<file path="src/hstcp_pkg.sv">
// ----------------------------------------------------------------------------
// hstcp_pkg
// shared types, constants and response tables of the highspeed tcp window engine
// ----------------------------------------------------------------------------
package hstcp_pkg;

  localparam int TABLE_STEPS = 73;
  localparam int IDX_W       = 7;
  localparam int DVD_W       = 40;
  localparam int DVS_W       = 32;
  localparam int CNT_W       = 6;
  localparam int CFG_IDX_W   = 8;
  localparam int CFG_DATA_W  = 16;

  localparam logic [CFG_IDX_W-1:0] CFG_SEGMENT_SIZE      = 8'd0;
  localparam logic [CFG_IDX_W-1:0] CFG_RETX_THRESHOLD    = 8'd1;
  localparam logic [CFG_IDX_W-1:0] CFG_LIMITED_TX_ENABLE = 8'd2;

  localparam logic [1:0] ACT_NONE    = 2'd0;
  localparam logic [1:0] ACT_RETX    = 2'd1;
  localparam logic [1:0] ACT_PENDING = 2'd2;
  localparam logic [1:0] ACT_NEW_SEG = 2'd3;

  localparam logic [15:0] SEG_RESET    = 16'd536;
  localparam logic [7:0]  THR_RESET    = 8'd3;
  localparam logic [31:0] WINDOW_RESET = 32'd536;
  localparam logic [31:0] SSTH_RESET   = 32'd65535;
  localparam logic [31:0] PCT_DIVISOR  = 32'd100;

  // floor(x / 100) as (x * PCT_RECIP) >> 37 for 32-bit x,
  // and as (y * PCT_RECIP_SMALL) >> 19 for y below 8192
  localparam logic [30:0] PCT_RECIP       = 31'd1374389535;
  localparam logic [12:0] PCT_RECIP_SMALL = 13'd5243;

  typedef struct packed {
    logic             start;
    logic [DVD_W-1:0] dividend;
    logic [DVS_W-1:0] divisor;
  } div_req_t;

  localparam logic [16:0] STEP_LIMIT [TABLE_STEPS] = '{
    17'd38, 17'd118, 17'd221, 17'd347, 17'd495, 17'd663, 17'd851, 17'd1058,
    17'd1284, 17'd1529, 17'd1793, 17'd2076, 17'd2378, 17'd2699, 17'd3039,
    17'd3399, 17'd3778, 17'd4177, 17'd4596, 17'd5036, 17'd5497, 17'd5979,
    17'd6483, 17'd7009, 17'd7558, 17'd8130, 17'd8726, 17'd9346, 17'd9991,
    17'd10661, 17'd11358, 17'd12082, 17'd12834, 17'd13614, 17'd14424,
    17'd15265, 17'd16137, 17'd17042, 17'd17981, 17'd18955, 17'd19965,
    17'd21013, 17'd22101, 17'd23230, 17'd24402, 17'd25618, 17'd26881,
    17'd28193, 17'd29557, 17'd30975, 17'd32450, 17'd33986, 17'd35586,
    17'd37253, 17'd38992, 17'd40808, 17'd42707, 17'd44694, 17'd46776,
    17'd48961, 17'd51258, 17'd53667, 17'd56230, 17'd58932, 17'd61799,
    17'd64851, 17'd68113, 17'd71617, 17'd75401, 17'd79517, 17'd84035,
    17'd89053, 17'd94717
  };

  localparam logic [5:0] DECREASE_PCT [TABLE_STEPS] = '{
    6'd50, 6'd44, 6'd41, 6'd38, 6'd37, 6'd35, 6'd34, 6'd33, 6'd32, 6'd31,
    6'd30, 6'd29, 6'd28, 6'd28, 6'd27, 6'd27, 6'd26, 6'd26, 6'd25, 6'd25,
    6'd24, 6'd24, 6'd23, 6'd23, 6'd22, 6'd22, 6'd22, 6'd21, 6'd21, 6'd21,
    6'd20, 6'd20, 6'd20, 6'd19, 6'd19, 6'd19, 6'd19, 6'd18, 6'd18, 6'd18,
    6'd17, 6'd17, 6'd17, 6'd17, 6'd16, 6'd16, 6'd16, 6'd16, 6'd15, 6'd15,
    6'd15, 6'd15, 6'd14, 6'd14, 6'd14, 6'd14, 6'd13, 6'd13, 6'd13, 6'd13,
    6'd13, 6'd12, 6'd12, 6'd12, 6'd12, 6'd11, 6'd11, 6'd11, 6'd10, 6'd10,
    6'd10, 6'd10, 6'd9
  };

endpackage

</file>
<file path="src/hstcp_if.sv">
// ----------------------------------------------------------------------------
// hstcp channel interfaces
// ack event, window result and configuration write channels
// ----------------------------------------------------------------------------
interface hstcp_ack_if;
  logic        valid;
  logic        ready;
  logic        func;
  logic [31:0] ack_seq;
  logic [31:0] head_seq;
  logic [31:0] bytes_in_flight;
  logic [7:0]  dup_count;
  logic [31:0] high_tx_mark;
  logic        data_pending;

  modport source (output valid, func, ack_seq, head_seq, bytes_in_flight, dup_count,
                  high_tx_mark, data_pending, input ready);
  modport sink (input valid, func, ack_seq, head_seq, bytes_in_flight, dup_count,
                high_tx_mark, data_pending, output ready);
endinterface

interface hstcp_res_if;
  logic        valid;
  logic        ready;
  logic [31:0] cwnd;
  logic [31:0] ssthresh;
  logic        in_fast_recovery;
  logic [1:0]  action;

  modport source (output valid, cwnd, ssthresh, in_fast_recovery, action, input ready);
  modport sink (input valid, cwnd, ssthresh, in_fast_recovery, action, output ready);
endinterface

interface hstcp_cfg_if;
  logic        valid;
  logic        ready;
  logic [7:0]  index;
  logic [15:0] data;

  modport source (output valid, index, data, input ready);
  modport sink (input valid, index, data, output ready);
endinterface

</file>
<file path="src/highspeed_tcp_cwnd_engine.sv">
// ----------------------------------------------------------------------------
// highspeed_tcp_cwnd_engine
// highspeed tcp congestion window engine with newreno fast recovery
// ----------------------------------------------------------------------------
//  channel  dir   role
//  ack_ch   in    new or duplicate ack event
//  res_ch   out   window, threshold, recovery flag and action
//  cfg      in    register write, always ready
//
//  one request at a time; ack_ch ready only in idle
//  result valid in the cycle after accept for partial ack, inflation and
//  early duplicates; slow start passes grow; a window cut runs the divider,
//  table search, multiply; avoidance growth adds grow and a second division
//  synchronous reset; a result waiting on res_ch holds off the next request
module highspeed_tcp_cwnd_engine (
  input  logic clk,
  input  logic rst,
  hstcp_ack_if.sink   ack_ch,
  hstcp_res_if.source res_ch,
  hstcp_cfg_if.sink   cfg
);
  import hstcp_pkg::*;

  localparam logic [2:0] S_IDLE   = 3'd0;
  localparam logic [2:0] S_GROW   = 3'd1;
  localparam logic [2:0] S_DIV_W  = 3'd2;
  localparam logic [2:0] S_SEARCH = 3'd3;
  localparam logic [2:0] S_MUL    = 3'd4;
  localparam logic [2:0] S_DIV_Q  = 3'd5;
  localparam logic [2:0] S_DONE   = 3'd6;

  logic [2:0]  state;
  logic [15:0] segment_size;
  logic [7:0]  retx_threshold;
  logic        limited_tx_enable;
  logic [31:0] window;
  logic [31:0] ssthresh;
  logic        recovering;
  logic [31:0] recover_point;
  logic [1:0]  action;
  logic        cut;
  logic [31:0] w_seg;
  logic [IDX_W-1:0] lo;
  logic [IDX_W-1:0] hi;
  logic [25:0] cut_q;
  logic [6:0]  cut_r;
  logic [31:0] cut_hi;
  logic [12:0] cut_lo;

  div_req_t         div_req;
  logic             div_done;
  logic [DVD_W-1:0] div_q;

  logic [31:0] seg_div;
  logic [31:0] ack_rel;
  logic [31:0] ack_head;
  logic [33:0] partial;
  logic [32:0] full_lim;
  logic [32:0] grow_sum;
  logic [32:0] inc_sum;
  logic [16:0] two_seg;
  logic [31:0] half_flight;
  logic [IDX_W:0]   mid_sum;
  logic [IDX_W-1:0] mid;
  logic [47:0] mul_out;
  logic [31:0] mul_a;
  logic [15:0] mul_b;
  logic [62:0] recip;
  logic [31:0] cut_rem;
  logic [25:0] frac_prod;

  hstcp_div u_div (
    .clk      (clk),
    .rst      (rst),
    .req      (div_req),
    .done     (div_done),
    .quotient (div_q)
  );

  assign seg_div     = (segment_size == '0) ? 32'd1 : {16'b0, segment_size};
  assign ack_rel     = ack_ch.ack_seq - recover_point;
  assign ack_head    = ack_ch.ack_seq - ack_ch.head_seq;
  assign partial     = {2'b00, window} - {{2{ack_head[31]}}, ack_head}
                       + {18'b0, segment_size};
  assign full_lim    = {1'b0, ack_ch.bytes_in_flight} + {17'b0, segment_size};
  assign grow_sum    = {1'b0, window} + {17'b0, segment_size};
  assign inc_sum     = {1'b0, window} + {1'b0, div_q[31:0]};
  assign two_seg     = {segment_size, 1'b0};
  assign half_flight = {1'b0, ack_ch.bytes_in_flight[31:1]};
  assign mid_sum     = {1'b0, lo} + {1'b0, hi};
  assign mid         = mid_sum[IDX_W:1];

  assign mul_a   = {25'b0, lo + 1'b1};
  assign mul_b   = segment_size;
  assign mul_out = mul_a * mul_b;

  // window cut as q * b + (r * b) / 100 with window = 100 * q + r
  assign recip     = window * PCT_RECIP;
  assign cut_rem   = window - ({6'b0, cut_q} * PCT_DIVISOR);
  assign frac_prod = cut_lo * PCT_RECIP_SMALL;

  assign ack_ch.ready = (state == S_IDLE);
  assign cfg.ready    = 1'b1;

  assign res_ch.valid            = (state == S_DONE);
  assign res_ch.cwnd             = window;
  assign res_ch.ssthresh         = ssthresh;
  assign res_ch.in_fast_recovery = recovering;
  assign res_ch.action           = action;

  always_comb begin
    div_req = '0;
    unique case (state)
      S_IDLE: begin
        div_req.dividend = {8'b0, window};
        div_req.divisor  = seg_div;
        div_req.start    = ack_ch.valid && ack_ch.func &&
                           (ack_ch.dup_count == retx_threshold) && !recovering;
      end
      S_GROW: begin
        div_req.dividend = {8'b0, window};
        div_req.divisor  = seg_div;
        div_req.start    = !(window < ssthresh);
      end
      S_MUL: begin
        div_req.dividend = mul_out[DVD_W-1:0];
        div_req.divisor  = (window == '0) ? 32'd1 : window;
        div_req.start    = !cut;
      end
      default: begin
        div_req = '0;
      end
    endcase
  end

  always_ff @(posedge clk) begin
    if (rst) begin
      segment_size      <= SEG_RESET;
      retx_threshold    <= THR_RESET;
      limited_tx_enable <= 1'b1;
    end else if (cfg.valid) begin
      case (cfg.index)
        CFG_SEGMENT_SIZE:      segment_size      <= cfg.data;
        CFG_RETX_THRESHOLD:    retx_threshold    <= cfg.data[7:0];
        CFG_LIMITED_TX_ENABLE: limited_tx_enable <= cfg.data[0];
        default: ;
      endcase
    end
  end

  always_ff @(posedge clk) begin
    if (rst) begin
      state         <= S_IDLE;
      window        <= WINDOW_RESET;
      ssthresh      <= SSTH_RESET;
      recovering    <= 1'b0;
      recover_point <= '0;
      action        <= ACT_NONE;
      cut           <= 1'b0;
    end else begin
      unique case (state)
        S_IDLE: begin
          if (ack_ch.valid) begin
            action <= ACT_NONE;
            cut    <= 1'b0;
            state  <= S_DONE;
            if (!ack_ch.func) begin
              if (recovering && ack_rel[31]) begin
                if (partial[33]) begin
                  window <= '0;
                end else if (partial[32]) begin
                  window <= '1;
                end else begin
                  window <= partial[31:0];
                end
                action <= ACT_RETX;
              end else begin
                if (recovering) begin
                  window     <= (full_lim < {1'b0, ssthresh}) ? full_lim[31:0] : ssthresh;
                  recovering <= 1'b0;
                end
                state <= S_GROW;
              end
            end else if ((ack_ch.dup_count == retx_threshold) && !recovering) begin
              ssthresh      <= ({15'b0, two_seg} > half_flight) ? {15'b0, two_seg}
                                                                 : half_flight;
              recover_point <= ack_ch.high_tx_mark;
              recovering    <= 1'b1;
              action        <= ACT_RETX;
              cut           <= 1'b1;
              state         <= S_DIV_W;
            end else if (recovering) begin
              window <= grow_sum[32] ? '1 : grow_sum[31:0];
              action <= ACT_PENDING;
            end else if (limited_tx_enable && ack_ch.data_pending) begin
              action <= ACT_NEW_SEG;
            end
          end
        end
        S_GROW: begin
          if (window < ssthresh) begin
            window <= grow_sum[32] ? '1 : grow_sum[31:0];
            state  <= S_DONE;
          end else begin
            state <= S_DIV_W;
          end
        end
        S_DIV_W: begin
          if (div_done) begin
            w_seg <= div_q[31:0];
            cut_q <= recip[62:37];
            lo    <= '0;
            hi    <= IDX_W'(TABLE_STEPS - 1);
            state <= S_SEARCH;
          end
        end
        S_SEARCH: begin
          cut_r <= cut_rem[6:0];
          if (lo < hi) begin
            if (w_seg <= {15'b0, STEP_LIMIT[mid]}) begin
              hi <= mid;
            end else begin
              lo <= mid + 1'b1;
            end
          end else begin
            state <= S_MUL;
          end
        end
        S_MUL: begin
          cut_hi <= {6'b0, cut_q} * {26'b0, DECREASE_PCT[lo]};
          cut_lo <= {6'b0, cut_r} * {7'b0, DECREASE_PCT[lo]};
          state  <= S_DIV_Q;
        end
        S_DIV_Q: begin
          if (cut) begin
            window <= cut_hi + {25'b0, frac_prod[25:19]};
            state  <= S_DONE;
          end else if (div_done) begin
            window <= inc_sum[32] ? '1 : inc_sum[31:0];
            state  <= S_DONE;
          end
        end
        S_DONE: begin
          if (res_ch.ready) begin
            state <= S_IDLE;
          end
        end
        default: begin
          state <= S_IDLE;
        end
      endcase
    end
  end

endmodule

</file>
<file path="src/hstcp_div.sv">
// ----------------------------------------------------------------------------
// hstcp_div
// restoring serial divider, one quotient bit per cycle
// ----------------------------------------------------------------------------
module hstcp_div (
  input  logic                       clk,
  input  logic                       rst,
  input  hstcp_pkg::div_req_t        req,
  output logic                       done,
  output logic [hstcp_pkg::DVD_W-1:0] quotient
);
  import hstcp_pkg::*;

  logic [DVD_W-1:0] dvd;
  logic [DVS_W-1:0] den;
  logic [DVS_W-1:0] rem;
  logic [CNT_W-1:0] cnt;
  logic [DVS_W:0]   shifted;
  logic             ge;

  assign shifted  = {rem, dvd[DVD_W-1]};
  assign ge       = shifted >= {1'b0, den};
  assign quotient = dvd;

  always_ff @(posedge clk) begin
    if (rst) begin
      cnt  <= '0;
      done <= 1'b0;
    end else begin
      done <= 1'b0;
      if (req.start) begin
        cnt <= CNT_W'(DVD_W);
      end else if (cnt != '0) begin
        cnt <= cnt - 1'b1;
        if (cnt == CNT_W'(1)) begin
          done <= 1'b1;
        end
      end
    end
  end

  always_ff @(posedge clk) begin
    if (req.start) begin
      dvd <= req.dividend;
      den <= req.divisor;
      rem <= '0;
    end else if (cnt != '0) begin
      rem <= ge ? DVS_W'(shifted - {1'b0, den}) : shifted[DVS_W-1:0];
      dvd <= {dvd[DVD_W-2:0], ge};
    end
  end

endmodule
</file>
<file path="src/flat_wrapper.sv">
// flat-port wrapper written by rule: the top's interface ports become plain ports
module highspeed_tcp_cwnd_engine_flat import hstcp_pkg::*;
  (clk, rst, ack_ch_valid, ack_ch_func, ack_ch_ack_seq, ack_ch_head_seq, ack_ch_bytes_in_flight, ack_ch_dup_count, ack_ch_high_tx_mark, ack_ch_data_pending, ack_ch_ready, res_ch_valid, res_ch_cwnd, res_ch_ssthresh, res_ch_in_fast_recovery, res_ch_action, res_ch_ready, cfg_valid, cfg_index, cfg_data, cfg_ready);
  hstcp_ack_if ack_ch_i ();
  hstcp_res_if res_ch_i ();
  hstcp_cfg_if cfg_i ();
  input  logic clk;
  input  logic rst;
  input wire logic [$bits(ack_ch_i.valid)-1:0] ack_ch_valid;
  input wire logic [$bits(ack_ch_i.func)-1:0] ack_ch_func;
  input wire logic [$bits(ack_ch_i.ack_seq)-1:0] ack_ch_ack_seq;
  input wire logic [$bits(ack_ch_i.head_seq)-1:0] ack_ch_head_seq;
  input wire logic [$bits(ack_ch_i.bytes_in_flight)-1:0] ack_ch_bytes_in_flight;
  input wire logic [$bits(ack_ch_i.dup_count)-1:0] ack_ch_dup_count;
  input wire logic [$bits(ack_ch_i.high_tx_mark)-1:0] ack_ch_high_tx_mark;
  input wire logic [$bits(ack_ch_i.data_pending)-1:0] ack_ch_data_pending;
  output wire logic [$bits(ack_ch_i.ready)-1:0] ack_ch_ready;
  output wire logic [$bits(res_ch_i.valid)-1:0] res_ch_valid;
  output wire logic [$bits(res_ch_i.cwnd)-1:0] res_ch_cwnd;
  output wire logic [$bits(res_ch_i.ssthresh)-1:0] res_ch_ssthresh;
  output wire logic [$bits(res_ch_i.in_fast_recovery)-1:0] res_ch_in_fast_recovery;
  output wire logic [$bits(res_ch_i.action)-1:0] res_ch_action;
  input wire logic [$bits(res_ch_i.ready)-1:0] res_ch_ready;
  input wire logic [$bits(cfg_i.valid)-1:0] cfg_valid;
  input wire logic [$bits(cfg_i.index)-1:0] cfg_index;
  input wire logic [$bits(cfg_i.data)-1:0] cfg_data;
  output wire logic [$bits(cfg_i.ready)-1:0] cfg_ready;
  assign ack_ch_i.valid = ack_ch_valid;
  assign ack_ch_i.func = ack_ch_func;
  assign ack_ch_i.ack_seq = ack_ch_ack_seq;
  assign ack_ch_i.head_seq = ack_ch_head_seq;
  assign ack_ch_i.bytes_in_flight = ack_ch_bytes_in_flight;
  assign ack_ch_i.dup_count = ack_ch_dup_count;
  assign ack_ch_i.high_tx_mark = ack_ch_high_tx_mark;
  assign ack_ch_i.data_pending = ack_ch_data_pending;
  assign ack_ch_ready = ack_ch_i.ready;
  assign res_ch_valid = res_ch_i.valid;
  assign res_ch_cwnd = res_ch_i.cwnd;
  assign res_ch_ssthresh = res_ch_i.ssthresh;
  assign res_ch_in_fast_recovery = res_ch_i.in_fast_recovery;
  assign res_ch_action = res_ch_i.action;
  assign res_ch_i.ready = res_ch_ready;
  assign cfg_i.valid = cfg_valid;
  assign cfg_i.index = cfg_index;
  assign cfg_i.data = cfg_data;
  assign cfg_ready = cfg_i.ready;
  highspeed_tcp_cwnd_engine u_core (.clk(clk), .rst(rst), .ack_ch(ack_ch_i), .res_ch(res_ch_i), .cfg(cfg_i));
endmodule
</file>
<file path="config.mk">
export PLATFORM = sky130hd
export DESIGN_NAME = highspeed_tcp_cwnd_engine_flat
export DESIGN_NICKNAME = d
export VERILOG_FILES = /design/src/hstcp_pkg.sv /design/src/hstcp_if.sv /design/src/highspeed_tcp_cwnd_engine.sv /design/src/hstcp_div.sv /design/src/flat_wrapper.sv
export SDC_FILE = /design/constraint.sdc
export NUM_CORES = 2
export LEC_CHECK = 0
export BUFFER_PORTS_ARGS = -buffer_cell sky130_fd_sc_hd__buf_2
export CAP_MARGIN = 15
export CORE_MARGIN = 2
export CORE_UTILIZATION = 40
export CTS_CLUSTER_SIZE = 20
export DETAILED_ROUTE_END_ITERATION = 6
export GPL_TIMING_DRIVEN = 0
export SLEW_MARGIN = 20
export SYNTH_ARGS = -nofsm -noshare
export SYNTH_HDL_FRONTEND = slang
export SYNTH_SLANG_ARGS = --single-unit
</file>
<file path="constraint.sdc">
create_clock -name clk -period 16.1 [get_ports clk]
set_clock_uncertainty 0.1 [all_clocks]
set_input_delay 1.61 -clock clk [delete_from_list [all_inputs] [get_ports clk]]
set_output_delay 1.61 -clock clk [all_outputs]
set_load 0.005 [all_outputs]
</file>
==> results.json <==
{
  "worstSkewPairLatency_ns": 0.68,
  "drc": 4,
  "layout-drive-gt1-share_pct": 6.46,
  "syn_nets": 8343,
  "finalCritPeriodShare_pct": 63.8,
  "fillers": 14305,
  "grt_overflow": 0,
  "ios": 237,
  "pre_cts_ws_ns": 6.00,
  "grt_use_total_pct": 26.8,
  "ys.flop_type": "edfxtp_1",
  "cts_setup_buffers": 0,
  "yosys_register_bits": 362,
  "cts_buffer_depth": 3,
  "drt-vias-per-instance": 5.60,
  "min_path_type": "reg -> reg",
  "violations": "DRC",
  "status": "complete, but fails checks",
  "cts_root_buf": "clkbuf_16",
  "end_kind": "register",
  "cts_buffers": 47,
  "gp_congestion": 0.984,
  "die-area_um2": 150000,
  "die_x_um": 387,
  "clk_pin_slew_ns": 0.06,
  "hpwl_um": 169000,
  "worst_pin_slew_ns": 1.19,
  "rows": 140,
  "cts_tree": "done",
  "grt_max_degree": 28,
  "areaGrowthSynthToFinish_pct": 10.2,
  "setup_slack_ns": 5.83,
  "start_kind": "register",
  "slew_viol_final": 0,
  "drv_cap": 0,
  "synth_edf_count": 196,
  "postSynthCellCount": 6553,
  "die_y_um": 387,
  "grt_pass1_vias": 49922,
  "rsz0062_at_grt": "false",
  "cp_data_arrival_time_ns": 10.59,
  "first_pass_iters": 7,
  "seq_area_frac_synth_pct": 15.7,
  "hold_viol": 0,
  "slew_headroom_pct": 20.8,
  "setup_viol": 0,
  "yosysTopAreaCell": "fa_1",
  "max_freq_mhz": 97.4,
  "antenna_found_initial": 4,
  "ctsHoldBuffers": 0,
  "critical_path_class": "reg -> reg",
  "route.vias.total": 49428,
  "totalWireLength_um": 203000,
  "core_area_um2": 146000,
  "clock_sinks": 362,
  "drt_iter0_drc": 4397,
  "synth-warning-count": 0,
  "routedWlPerCell_um": 23.0,
  "required_ns": 16.43,
  "grt_pass1_wl_um": 307000,
  "async_flop_share_pct": 0,
  "io_buffers": 232,
  "fin_worst_hold_slack_ns": 0.355,
  "fin_tns_setup_ns": 0,
  "start_util_pct": 40.3,
  "ctsHtreeMaxLevel": 2,
  "fin_nets": 8660,
  "syn_area_um2": 58600,
  "ctsResizeCount": 0,
  "avgSynthCellArea_um2": 8.95,
  "crit_fanout": 16,
  "yosysTopAreaCellShare_pct": 22.4,
  "yosysUniqueCellTypes": 89,
  "timing.final.crit_period_ns": 10.27,
  "ant_nets": 0,
  "synthTopCellsByArea": "fa_1 (22%), ha_1 (21%), edfxtp_1 (10%)"
}
[critical path, cell delays in order, from the launching register on]
cell	delay, ns
dfxtp_2	0.90
inv_1	0.44
ha_1	0.49
fa_1	0.54
fa_1	0.53
inv_1	0.07
fa_1	0.49
fa_1	0.49
inv_1	0.05
fa_1	0.46
fa_1	0.50
inv_1	0.05
fa_1	0.48
inv_1	0.04
ha_1	0.34
nand3_1	0.35
a211oi_1	0.34
nand4_1	0.25
o21ai_0	0.69
o211ai_1	0.24
nand4b_1	0.16
a31oi_1	0.17
o31ai_1	0.65
a221o_1	0.40
and3_1	0.30
a21o_1	0.15
xor2_1	0.32
[per-layer routing]
metal | vias up | GRT usage (%) | part of all wire [%]
met5 | - | 0 | 0.0059
li1 | 22738 | - | -
met3 | 377 | 4.43 | 7.8
met4 | 2 | 9.18 | 3.8
met1 | 24522 | 35.8 | 43
met2 | 1789 | 43.8 | 46
[through the flow]
step           cell area, um^2  cells  util [%]
2_1_floorplan            58600   6553         -
3_3_place_gp             62200   8702      42.7
3_5_place_dp             62900   8737      43.2
4_1_cts                  64600   8825      44.4
5_1_grt                  64600   8826      44.4
6_report                 64600   8827      44.4
[cells in the final DEF (no fill, tap or decap), types with 136 or more instances in the layout]
cell type	synthesis	routed
dfxtp_1	166	136
o21ai_0	259	259
xnor2_1	186	185
buf_2	9	243
edfxtp_1	196	196
a21oi_1	370	370
inv_1	1147	1147
nor2_1	322	321
clkbuf_1	183	192
fa_1	657	657
ha_1	966	966
a21o_1	143	143
nand2_1	619	618
[cell families (layout without fill, tap and decap cells)]
logic type | after synthesis | count (layout) | synth area share (%)
other cells | 2 | 3 | 0.0128
fa+ha+maj | 1623 | 1623 | 43.1
flops | 362 | 362 | 15.7
xor+xnor | 297 | 297 | 4.44
mux | 71 | 71 | 1.36
simple gates | 1508 | 1508 | 11.8
buf+inv | 1358 | 1714 | 8.75
compound gates | 1332 | 1332 | 14.9
[worst paths after layout]
check                                  end                startpoint  cells after the start  slack [ns]
hold / removal    u_core.recover_point[14]  u_core.recover_point[14]                      2        0.36
setup / recovery          u_core.cut_q[21]    u_core.res_ch.cwnd[18]                     26        5.83
setup reg to reg          u_core.cut_q[21]    u_core.res_ch.cwnd[18]                     26        5.83
hold reg to reg   u_core.recover_point[14]  u_core.recover_point[14]                      2        0.36
[cell usage after synthesis (all sizes together) (90+ instances only)]
cell type	instances
xnor2	186
fa	657
ha	966
nand2	619
o21ai	265
clkbuf	183
and2	90
nor2	322
dfxtp	166
inv	1147
a21o	143
nor3	113
a21oi	371
xor2	111
edfxtp	196
[state kept, by name, indices dropped and copies added, names as in the netlist]
signal / cells
u_core.cut: 1
u_core.cut_hi: 32
u_core.cut_lo: 13
u_core.cut_q: 26
u_core.cut_r: 7
u_core.hi: 7
u_core.limited_tx_enable: 1
u_core.lo: 7
u_core.mul_b: 16
u_core.recover_point: 32
u_core.res_ch.action: 2
u_core.res_ch.cwnd: 32
u_core.res_ch.in_fast_recovery: 1
u_core.res_ch.ssthresh: 31
u_core.retx_threshold: 8
u_core.state: 3
u_core.u_div.cnt: 6
u_core.u_div.den: 32
u_core.u_div.done: 1
u_core.u_div.quotient: 40
u_core.u_div.rem: 32
u_core.w_seg: 32
[final cells by class]
type / instances / area [um^2] / share of cell area (%)
Antenna cell: 1 / 2.50 / 0.00387
Buffer: 209 / 820 / 1.27
Clock buffer: 60 / 1280 / 1.98
Clock inverter: 28 / 392 / 0.606
Inverter: 1149 / 4310 / 6.68
Multi-Input combinational cell: 4833 / 44400 / 68.7
Sequential cell: 362 / 9250 / 14.3
Tap cell: 1917 / 2400 / 3.71
Timing Repair Buffer: 268 / 1790 / 2.77
Power is left out: the tool's default activity adds up to more than one toggle a clock period on the data nets, which glitch-free logic cannot reach.
